--- config.mk ---
export PLATFORM = sky130hd
export DESIGN_NAME = inode_block_map_index_unit
export DESIGN_NICKNAME = d
export VERILOG_FILES = /design/src/hdl/ibmi_pkg.sv /design/src/hdl/inode_block_map_index_unit.sv
export SDC_FILE = /design/constraint.sdc
export NUM_CORES = 2
export LEC_CHECK = 0
export BUFFER_PORTS_ARGS = -buffer_cell sky130_fd_sc_hd__buf_2
export CAP_MARGIN = 20
export CORE_MARGIN = 3
export CORE_UTILIZATION = 65
export DETAILED_ROUTE_END_ITERATION = 6
export PLACE_DENSITY = 0.81
export SYNTH_ARGS = -nofsm -noshare
export SYNTH_HDL_FRONTEND = slang
export SYNTH_SLANG_ARGS = --single-unit
--- constraint.sdc ---
create_clock -name clock -period 17.95 [get_ports clock]
set_clock_uncertainty 0.05 [all_clocks]
set_input_delay 4.4875 -clock clock [delete_from_list [all_inputs] [get_ports clock]]
set_output_delay 4.4875 -clock clock [all_outputs]
set_load 0.02 [all_outputs]
--- src/hdl/ibmi_pkg.sv ---
`timescale 1ns / 1ps
// constants, types and divider step functions for the inode block map index unit
// no dependencies; used by inode_block_map_index_unit
package ibmi_pkg;

   // fixed field widths
   localparam int BLK_W    = 40;   // logical block number
   localparam int BS_W     = 17;   // block size register
   localparam int SLOT_W   = 11;   // one slot index, also handles per block
   localparam int SQ_W     = 2 * SLOT_W;   // handles squared
   localparam int DIV_W    = 3 * SLOT_W;   // handles cubed, first dividend
   localparam int LEVEL_W  = 3;
   localparam int CSR_W    = 32;
   localparam int ADDR_W   = 2;

   // direct slots held in the inode
   localparam int DIRECT_SLOTS = 8;

   // handles per indirect block = (block_size - 100) / 40
   localparam logic [BS_W-1:0] BS_RESET    = BS_W'(8192);
   localparam logic [BS_W-1:0] BS_MAX      = BS_W'(65536);
   localparam logic [BS_W-1:0] BS_OVERHEAD = BS_W'(100);
   localparam int HANDLE_BYTES = 20 * 2;
   // x / 40 == (x * RECIP_MUL) >> RECIP_SHIFT for every 16 bit x
   localparam int RECIP_SHIFT  = 21;
   localparam int RECIP_W      = 16;
   localparam logic [RECIP_W-1:0] RECIP_MUL =
      RECIP_W'(((1 << RECIP_SHIFT) + HANDLE_BYTES - 1) / HANDLE_BYTES);

   // divider pipeline shape
   localparam int STAGE_BITS = 3;
   localparam int D1_STAGES  = DIV_W / STAGE_BITS;
   localparam int D2_STAGES  = (SQ_W + STAGE_BITS - 1) / STAGE_BITS;
   localparam int D2_BITS    = D2_STAGES * STAGE_BITS;
   localparam int PIPE_LAST  = D1_STAGES + D2_STAGES;

   // register map
   localparam logic [ADDR_W-1:0] CSR_BLOCK_SIZE = ADDR_W'(0);

   typedef enum logic [LEVEL_W-1:0] {
      LVL_DIRECT = 3'd0,
      LVL_SINGLE = 3'd1,
      LVL_DOUBLE = 3'd2,
      LVL_TRIPLE = 3'd3,
      LVL_RANGE  = 3'd4
   } level_type;

   // partial remainder and shifting dividend / quotient word
   typedef struct packed {
      logic [SLOT_W-1:0] rem;
      logic [DIV_W-1:0]  num;
   } div_state_type;

   typedef struct packed {
      level_type         level;
      logic [SLOT_W-1:0] low_slot;   // direct or single-level slot
      div_state_type     div;
      logic [SLOT_W-1:0] r1;         // off mod nfh
      logic [SLOT_W-1:0] q1;         // low bits of off / nfh
   } pipe_type;

   // one restoring shift-subtract step
   function automatic div_state_type div_step(div_state_type s, logic [SLOT_W-1:0] dvs);
      logic [SLOT_W:0] trial;
      div_state_type   r;
      trial = {s.rem, s.num[DIV_W-1]};
      r.num = {s.num[DIV_W-2:0], 1'b0};
      if (trial >= {1'b0, dvs}) begin
         r.rem    = SLOT_W'(trial - {1'b0, dvs});
         r.num[0] = 1'b1;
      end else begin
         r.rem = trial[SLOT_W-1:0];
      end
      return r;
   endfunction

   // quotient bits retired by one pipeline stage
   function automatic div_state_type div_stage(div_state_type s, logic [SLOT_W-1:0] dvs);
      div_state_type r;
      r = s;
      for (int b = 0; b < STAGE_BITS; b++) begin
         r = div_step(r, dvs);
      end
      return r;
   endfunction

endpackage

--- src/hdl/inode_block_map_index_unit.sv ---
`timescale 1ns / 1ps
// inode block map index unit: classifies a logical block and splits it into slot indices
// throughput: one beat per cycle while busy is low; the two chained divisions by the
// handle count retire 3 quotient bits per stage (11 stages for the first, 8 for the second)
// reset and every block_size write hold busy high while the handle count, its square,
// its cube and the level bounds are formed; reset loads 8192
// results cannot be stalled by the receiver
// depends on ibmi_pkg
module inode_block_map_index_unit (
   input  logic                          clock,
   input  logic                          reset,
   // request channel
   input  logic                          start,
   output logic                          busy,
   input  logic [ibmi_pkg::BLK_W-1:0]    req_logical_block,
   // result channel
   output logic                          rsp_valid,
   output logic [ibmi_pkg::LEVEL_W-1:0]  rsp_map_level,
   output logic [ibmi_pkg::SLOT_W-1:0]   rsp_first_slot,
   output logic [ibmi_pkg::SLOT_W-1:0]   rsp_second_slot,
   output logic [ibmi_pkg::SLOT_W-1:0]   rsp_third_slot,
   // register port
   input  logic                          psel,
   input  logic                          penable,
   input  logic                          pwrite,
   input  logic [ibmi_pkg::ADDR_W-1:0]   paddr,
   input  logic [ibmi_pkg::CSR_W-1:0]    pwdata,
   output logic [ibmi_pkg::CSR_W-1:0]    prdata,
   output logic                          pready
);

   typedef enum logic [2:0] {
      SU_NFH,
      SU_SQUARE,
      SU_CUBE,
      SU_BOUND,
      SU_READY
   } setup_type;

   setup_type                      setup_ff;
   logic [ibmi_pkg::BS_W-1:0]      bs_ff;
   logic [ibmi_pkg::SLOT_W-1:0]    nfh_ff;
   logic [ibmi_pkg::SQ_W-1:0]      n2_ff;
   logic [ibmi_pkg::DIV_W-1:0]     n3_ff;
   logic [ibmi_pkg::SLOT_W:0]      lim1_ff;
   logic [ibmi_pkg::SQ_W:0]        lim2_ff;
   logic [ibmi_pkg::DIV_W:0]       lim3_ff;

   logic                           csr_write;
   logic [ibmi_pkg::BS_W-1:0]      bs_sat;
   logic [ibmi_pkg::RECIP_W-1:0]   bs_net;
   logic [2*ibmi_pkg::RECIP_W-1:0] recip_prod;
   logic [ibmi_pkg::SLOT_W-1:0]    nfh_in;

   logic                           accept;
   logic [ibmi_pkg::BLK_W-1:0]     offset;
   ibmi_pkg::pipe_type             entry;

   logic                           valid_ff [0:ibmi_pkg::PIPE_LAST];
   ibmi_pkg::pipe_type             pipe_ff  [0:ibmi_pkg::PIPE_LAST];
   ibmi_pkg::pipe_type             pipe_in  [1:ibmi_pkg::PIPE_LAST];
   ibmi_pkg::pipe_type             fin;

   logic                           rsp_valid_ff;
   logic [ibmi_pkg::LEVEL_W-1:0]   rsp_level_ff;
   logic [ibmi_pkg::SLOT_W-1:0]    rsp_first_ff;
   logic [ibmi_pkg::SLOT_W-1:0]    rsp_second_ff;
   logic [ibmi_pkg::SLOT_W-1:0]    rsp_third_ff;
   logic [ibmi_pkg::LEVEL_W-1:0]   rsp_level_in;
   logic [ibmi_pkg::SLOT_W-1:0]    rsp_first_in;
   logic [ibmi_pkg::SLOT_W-1:0]    rsp_second_in;
   logic [ibmi_pkg::SLOT_W-1:0]    rsp_third_in;

   // register port
   assign pready    = 1'b1;
   assign csr_write = psel & penable & pwrite & (paddr == ibmi_pkg::CSR_BLOCK_SIZE);
   assign prdata    = (paddr == ibmi_pkg::CSR_BLOCK_SIZE) ?
                      ibmi_pkg::CSR_W'(bs_ff) : '0;

   // handle count from block size, saturated above and clamped below
   always_comb begin
      bs_sat = (bs_ff > ibmi_pkg::BS_MAX) ? ibmi_pkg::BS_MAX : bs_ff;
      if (bs_sat < ibmi_pkg::BS_OVERHEAD) begin
         bs_net = '0;
      end else begin
         bs_net = ibmi_pkg::RECIP_W'(bs_sat - ibmi_pkg::BS_OVERHEAD);
      end
      recip_prod = bs_net * ibmi_pkg::RECIP_MUL;
      nfh_in     = recip_prod[ibmi_pkg::RECIP_SHIFT +: ibmi_pkg::SLOT_W];
   end

   // setup sequencer: one product per cycle after reset or a block size write
   always_ff @(posedge clock) begin
      if (reset) begin
         setup_ff <= SU_NFH;
         bs_ff    <= ibmi_pkg::BS_RESET;
      end else if (csr_write) begin
         setup_ff <= SU_NFH;
         bs_ff    <= pwdata[ibmi_pkg::BS_W-1:0];
      end else begin
         case (setup_ff)
            SU_NFH: begin
               nfh_ff   <= nfh_in;
               setup_ff <= SU_SQUARE;
            end
            SU_SQUARE: begin
               n2_ff    <= nfh_ff * nfh_ff;
               lim1_ff  <= (ibmi_pkg::SLOT_W + 1)'(ibmi_pkg::DIRECT_SLOTS) +
                           (ibmi_pkg::SLOT_W + 1)'(nfh_ff);
               setup_ff <= SU_CUBE;
            end
            SU_CUBE: begin
               n3_ff    <= ibmi_pkg::DIV_W'(n2_ff) * ibmi_pkg::DIV_W'(nfh_ff);
               lim2_ff  <= (ibmi_pkg::SQ_W + 1)'(ibmi_pkg::DIRECT_SLOTS) +
                           (ibmi_pkg::SQ_W + 1)'(n2_ff);
               setup_ff <= SU_BOUND;
            end
            SU_BOUND: begin
               lim3_ff  <= (ibmi_pkg::DIV_W + 1)'(ibmi_pkg::DIRECT_SLOTS) +
                           (ibmi_pkg::DIV_W + 1)'(n3_ff);
               setup_ff <= SU_READY;
            end
            SU_READY: begin
               setup_ff <= SU_READY;
            end
            default: begin
               setup_ff <= SU_NFH;
            end
         endcase
      end
   end

   assign busy   = (setup_ff != SU_READY);
   assign accept = start & ~busy;

   // level classification of the incoming beat
   always_comb begin
      offset         = req_logical_block - ibmi_pkg::BLK_W'(ibmi_pkg::DIRECT_SLOTS);
      entry          = '0;
      entry.level    = ibmi_pkg::LVL_RANGE;
      if (req_logical_block < ibmi_pkg::BLK_W'(ibmi_pkg::DIRECT_SLOTS)) begin
         entry.level    = ibmi_pkg::LVL_DIRECT;
         entry.low_slot = req_logical_block[ibmi_pkg::SLOT_W-1:0];
      end else if (req_logical_block < ibmi_pkg::BLK_W'(lim1_ff)) begin
         entry.level    = ibmi_pkg::LVL_SINGLE;
         entry.low_slot = offset[ibmi_pkg::SLOT_W-1:0];
      end else if (req_logical_block < ibmi_pkg::BLK_W'(lim2_ff)) begin
         entry.level    = ibmi_pkg::LVL_DOUBLE;
         entry.div.num  = offset[ibmi_pkg::DIV_W-1:0];
      end else if (req_logical_block < ibmi_pkg::BLK_W'(lim3_ff)) begin
         entry.level    = ibmi_pkg::LVL_TRIPLE;
         entry.div.num  = offset[ibmi_pkg::DIV_W-1:0];
      end
   end

   // divider stages: off / nfh first, then that quotient / nfh
   always_comb begin
      ibmi_pkg::pipe_type p;
      for (int i = 0; i < ibmi_pkg::PIPE_LAST; i++) begin
         p = pipe_ff[i];
         if (i == ibmi_pkg::D1_STAGES) begin
            p.r1      = p.div.rem;
            p.q1      = p.div.num[ibmi_pkg::SLOT_W-1:0];
            p.div.rem = '0;
            p.div.num = ibmi_pkg::DIV_W'({p.div.num[ibmi_pkg::SQ_W-1:0],
                        {(ibmi_pkg::DIV_W - ibmi_pkg::D2_BITS){1'b0}}});
         end
         p.div        = ibmi_pkg::div_stage(p.div, nfh_ff);
         pipe_in[i+1] = p;
      end
   end

   // pipeline registers; valid bits travel beside the payload
   always_ff @(posedge clock) begin
      pipe_ff[0] <= entry;
      for (int i = 1; i <= ibmi_pkg::PIPE_LAST; i++) begin
         pipe_ff[i] <= pipe_in[i];
      end
      if (reset) begin
         for (int i = 0; i <= ibmi_pkg::PIPE_LAST; i++) begin
            valid_ff[i] <= 1'b0;
         end
      end else begin
         valid_ff[0] <= accept;
         for (int i = 1; i <= ibmi_pkg::PIPE_LAST; i++) begin
            valid_ff[i] <= valid_ff[i-1];
         end
      end
   end

   // slot selection by level
   assign fin = pipe_ff[ibmi_pkg::PIPE_LAST];

   always_comb begin
      rsp_level_in  = fin.level;
      rsp_first_in  = '0;
      rsp_second_in = '0;
      rsp_third_in  = '0;
      case (fin.level)
         ibmi_pkg::LVL_DIRECT, ibmi_pkg::LVL_SINGLE: begin
            rsp_first_in = fin.low_slot;
         end
         ibmi_pkg::LVL_DOUBLE: begin
            rsp_first_in  = fin.q1;
            rsp_second_in = fin.r1;
         end
         ibmi_pkg::LVL_TRIPLE: begin
            rsp_first_in  = fin.div.num[ibmi_pkg::SLOT_W-1:0];
            rsp_second_in = fin.div.rem;
            rsp_third_in  = fin.r1;
         end
         default: begin
            rsp_level_in = ibmi_pkg::LVL_RANGE;
         end
      endcase
   end

   // result beat register
   always_ff @(posedge clock) begin
      if (reset) begin
         rsp_valid_ff <= 1'b0;
      end else begin
         rsp_valid_ff <= valid_ff[ibmi_pkg::PIPE_LAST];
      end
      rsp_level_ff  <= rsp_level_in;
      rsp_first_ff  <= rsp_first_in;
      rsp_second_ff <= rsp_second_in;
      rsp_third_ff  <= rsp_third_in;
   end

   assign rsp_valid       = rsp_valid_ff;
   assign rsp_map_level   = rsp_level_ff;
   assign rsp_first_slot  = rsp_first_ff;
   assign rsp_second_slot = rsp_second_ff;
   assign rsp_third_slot  = rsp_third_ff;

endmodule

==> run_results.csv <==
group,metric,value,unit
logic_synthesis,synthTopCellsByArea,"dfxtp_1, ha_1, fa_1",
logic_synthesis,syn_inst,8168,
placement,dpl_cell_area,0.0812,mm2
timing,finalCriticalPeriod,10070,ps
clock_tree,clk_pin_slew_worst_paths,70,ps
timing,tightest_slew,1090,ps
timing,setup_violations,0,
critical_path,startpoint_type,"primary input",
logic_synthesis,synth_seq_cells,1212,
logic_synthesis,synth_enable_flop_cells,132,
min_path,hold_start,"pipe_ff[2][272]$_DFF_P_",
logic_synthesis,synthFlopType,"dfxtp_1",
routing,antenna_left,0,
logic_synthesis,yosysSeqAreaShare,32.4,%
critical_path,cp-end-kind,"output port",
min_path,min_path_type,"register to register",
die,die_h,354,um
logic_synthesis,synth_common_cells,"dfxtp_1, ha_1, inv_1",
final_layout,fin_cells,10000,
final_layout,syn2layout_area_growth,8.38,%
die,fp-row-count,127,
clock_tree,htreeDepth,3,
routing,wl_per_cell,18.4,um
final_layout,layout-drive-gt1-share,10.4,%
logic_synthesis,synth.most_common_cell,"dfxtp_1",
placement,place_inst,9801,
timing,slew_headroom,27.5,%
logic_synthesis,netlist_area,0.0789,mm2
clock_tree,cts.path.max_buffers,3,
grt,grt_pass1_wl,299,mm
clock_tree,clkSinkCount,1212,
logic_synthesis,ys_warn_count,0,
placement,dpl.hpwl,134,mm
logic_synthesis,syn_area_per_cell,9.66,um2
min_path,hold_end,"pipe_ff[3][44]$_DFF_P_",
min_path,hold_depth,0,
grt,grt_pass1_vias,59700,
final_layout,fin_util,71.2,%
logic_synthesis,yosysTopAreaCellShare,27.4,%
timing,fin_crit_sh,56.1,%
timing,max_freq,0.0993,GHz
run_status,failed_checks,"design-rule violations",
die,die_width,354,um
clock_tree,clkLatencyLatePin,760,ps
grt,globalRouteTotalUtil,28.9,%
timing,drv_slew,0,
clock_tree,tritoncts,"built",
clock_tree,root_buffer,"clkbuf_16",
routing,via_count,59600,
critical_path,cp.arrival,5530,ps
grt,antenna_found_initial,19,
clock_tree,postCtsHoldBufs,0,
final_layout,final.fill_count,8614,
routing,totalWireLength,185,mm
final_layout,final_nets,9694,
timing,setup-tns-final,0,ps
routing,drtIter0Drc,4074,
flow_run,maxCapViolations,0,
critical_path,reg2reg_depth,28,
clock_tree,cts_buffers,116,
clock_tree,post_cts_resized,0,
routing,drc_errors,1,
run_status,run_status,"complete, but fails checks",
critical_path,crit_type,"primary input to output port",
critical_path,r2r_slack,8050,ps
final_layout,fin_area,0.0855,mm2
timing,rsz0062_at_grt,"no",
critical_path,path_max_fanout,18,
die,die-area,0.126,mm2
critical_path,crit_required,13410,ps
placement,portBuffers,119,
grt,globalRoute.totalOverflow,0,
routing,routed_via_density,5.94,
routing,dr.pass1.iters,7,
critical_path,r2r_end,"pipe_ff[2][65]$_DFF_P_",
die,io_pins,151,
placement,globalplace.congestion,0.957,
critical_path,worstReg2RegStart,"nfh_ff[7]$_DFFE_PP_",
logic_synthesis,synth.distinct_cells,119,
logic_synthesis,async_reset_ff_share,0,%
die,start_util,65.7,%
timing,hold_viol_final,0,
grt,grt_max_degree,57,
die,core,0.120,mm2
clock_tree,post_cts_buffers,0,
logic_synthesis,synth_top_area_cell,"dfxtp_1",
==> sequential cells by signal (all words and copies together), names as in the netlist <==
signal and cells:
bs_ff 17, lim3_ff 34, lim2_ff 22, n2_ff 21, rsp_first_slot 11, rsp_third_slot 11, rsp_map_level 3, nfh_ff 11
pipe_ff 1003, rsp_valid 1, lim1_ff 11, n3_ff 33, valid_ff 20, setup_ff 3, rsp_second_slot 11
==> cells by family (layout without fill, tap and decap cells) <==
group,after synthesis,after routing,synth area share [%]
mux,475,475,6.80
buf+inv,1021,1245,5.12
xor+xnor,483,483,5.36
other cells,2,33,0.00952
flops,1212,1212,32.4
compound gates,1462,1462,12.3
fa+ha+maj,1304,1304,24.2
simple gates,2209,2209,13.8
==> routing by layer <==
metal / GRT usage [%] / vias to the layer above / part of all wire [%]
li1: - / 28600 / -
met1: 36.4 / 28400 / 42
met2: 48.8 / 2052 / 47
met3: 5.25 / 517 / 7.2
met4: 12.2 / 12 / 4.0
met5: 0 / - / 0.045
==> area by class of cell <==
class	count	area, um2	area share [%]
Antenna cell	13	32.5	0.0380
Clock inverter	80	1130	1.32
Tap cell	1612	2020	2.36
Inverter	848	3200	3.74
Clock buffer	138	3120	3.65
Sequential cell	1212	25600	29.9
Timing Repair Buffer	179	1060	1.24
Multi-Input combinational cell	5953	49400	57.7
==> critical path, cell delays in order <==
cell	delay, ps
buf_2	100
nor2_1	560
and2_1	220
buf_2	160
==> placed cells by master, fill, tap and decap left out, types with 50 or more instances in the layout <==
| master | instances |
|---|---|
| a21boi_0 | 65 |
| a21o_1 | 124 |
| a21oi_1 | 403 |
| and2_1 | 127 |
| and3_1 | 73 |
| buf_2 | 119 |
| buf_4 | 59 |
| clkbuf_16 | 118 |
| dfxtp_1 | 1080 |
| edfxtp_1 | 132 |
| fa_1 | 370 |
| ha_1 | 934 |
| inv_1 | 835 |
| mux2_2 | 295 |
| mux2i_1 | 119 |
| nand2_1 | 610 |
| nand2b_1 | 56 |
| nand3_1 | 140 |
| nand4_1 | 112 |
| nor2_1 | 526 |
| nor2b_1 | 149 |
| nor3_1 | 153 |
| nor4_1 | 55 |
| o211ai_1 | 61 |
| o21a_1 | 50 |
| o21ai_0 | 342 |
| or3_1 | 51 |
| xnor2_1 | 309 |
| xor2_1 | 174 |
==> worst max path at each step <==
stage,end,startpoint,cells past startpoint,slack (ps)
floorplan,pipe_ff[1][218]$_DFF_P_,nfh_ff[1]$_DFFE_PP_,31,6370
global placement,prdata[5],paddr[1],4,7930
detailed placement,prdata[11],paddr[1],4,7880
CTS,prdata[11],paddr[1],4,7870
global route,pipe_ff[2][64]$_DFF_P_,nfh_ff[7]$_DFFE_PP_,28,7630
finish,prdata[11],paddr[1],4,7880
==> through the flow <==
stage	hold WS, ps	worst slack (ps)
4_1_cts	208	7870
2_1_floorplan	260	6370
5_1_grt	214	7630
6_report	216	7880
3_3_place_gp	260	7930
3_5_place_dp	262	7880
Power is not shown: default switching activity piles up to over one toggle a cycle in this logic, so the estimate is an artifact.
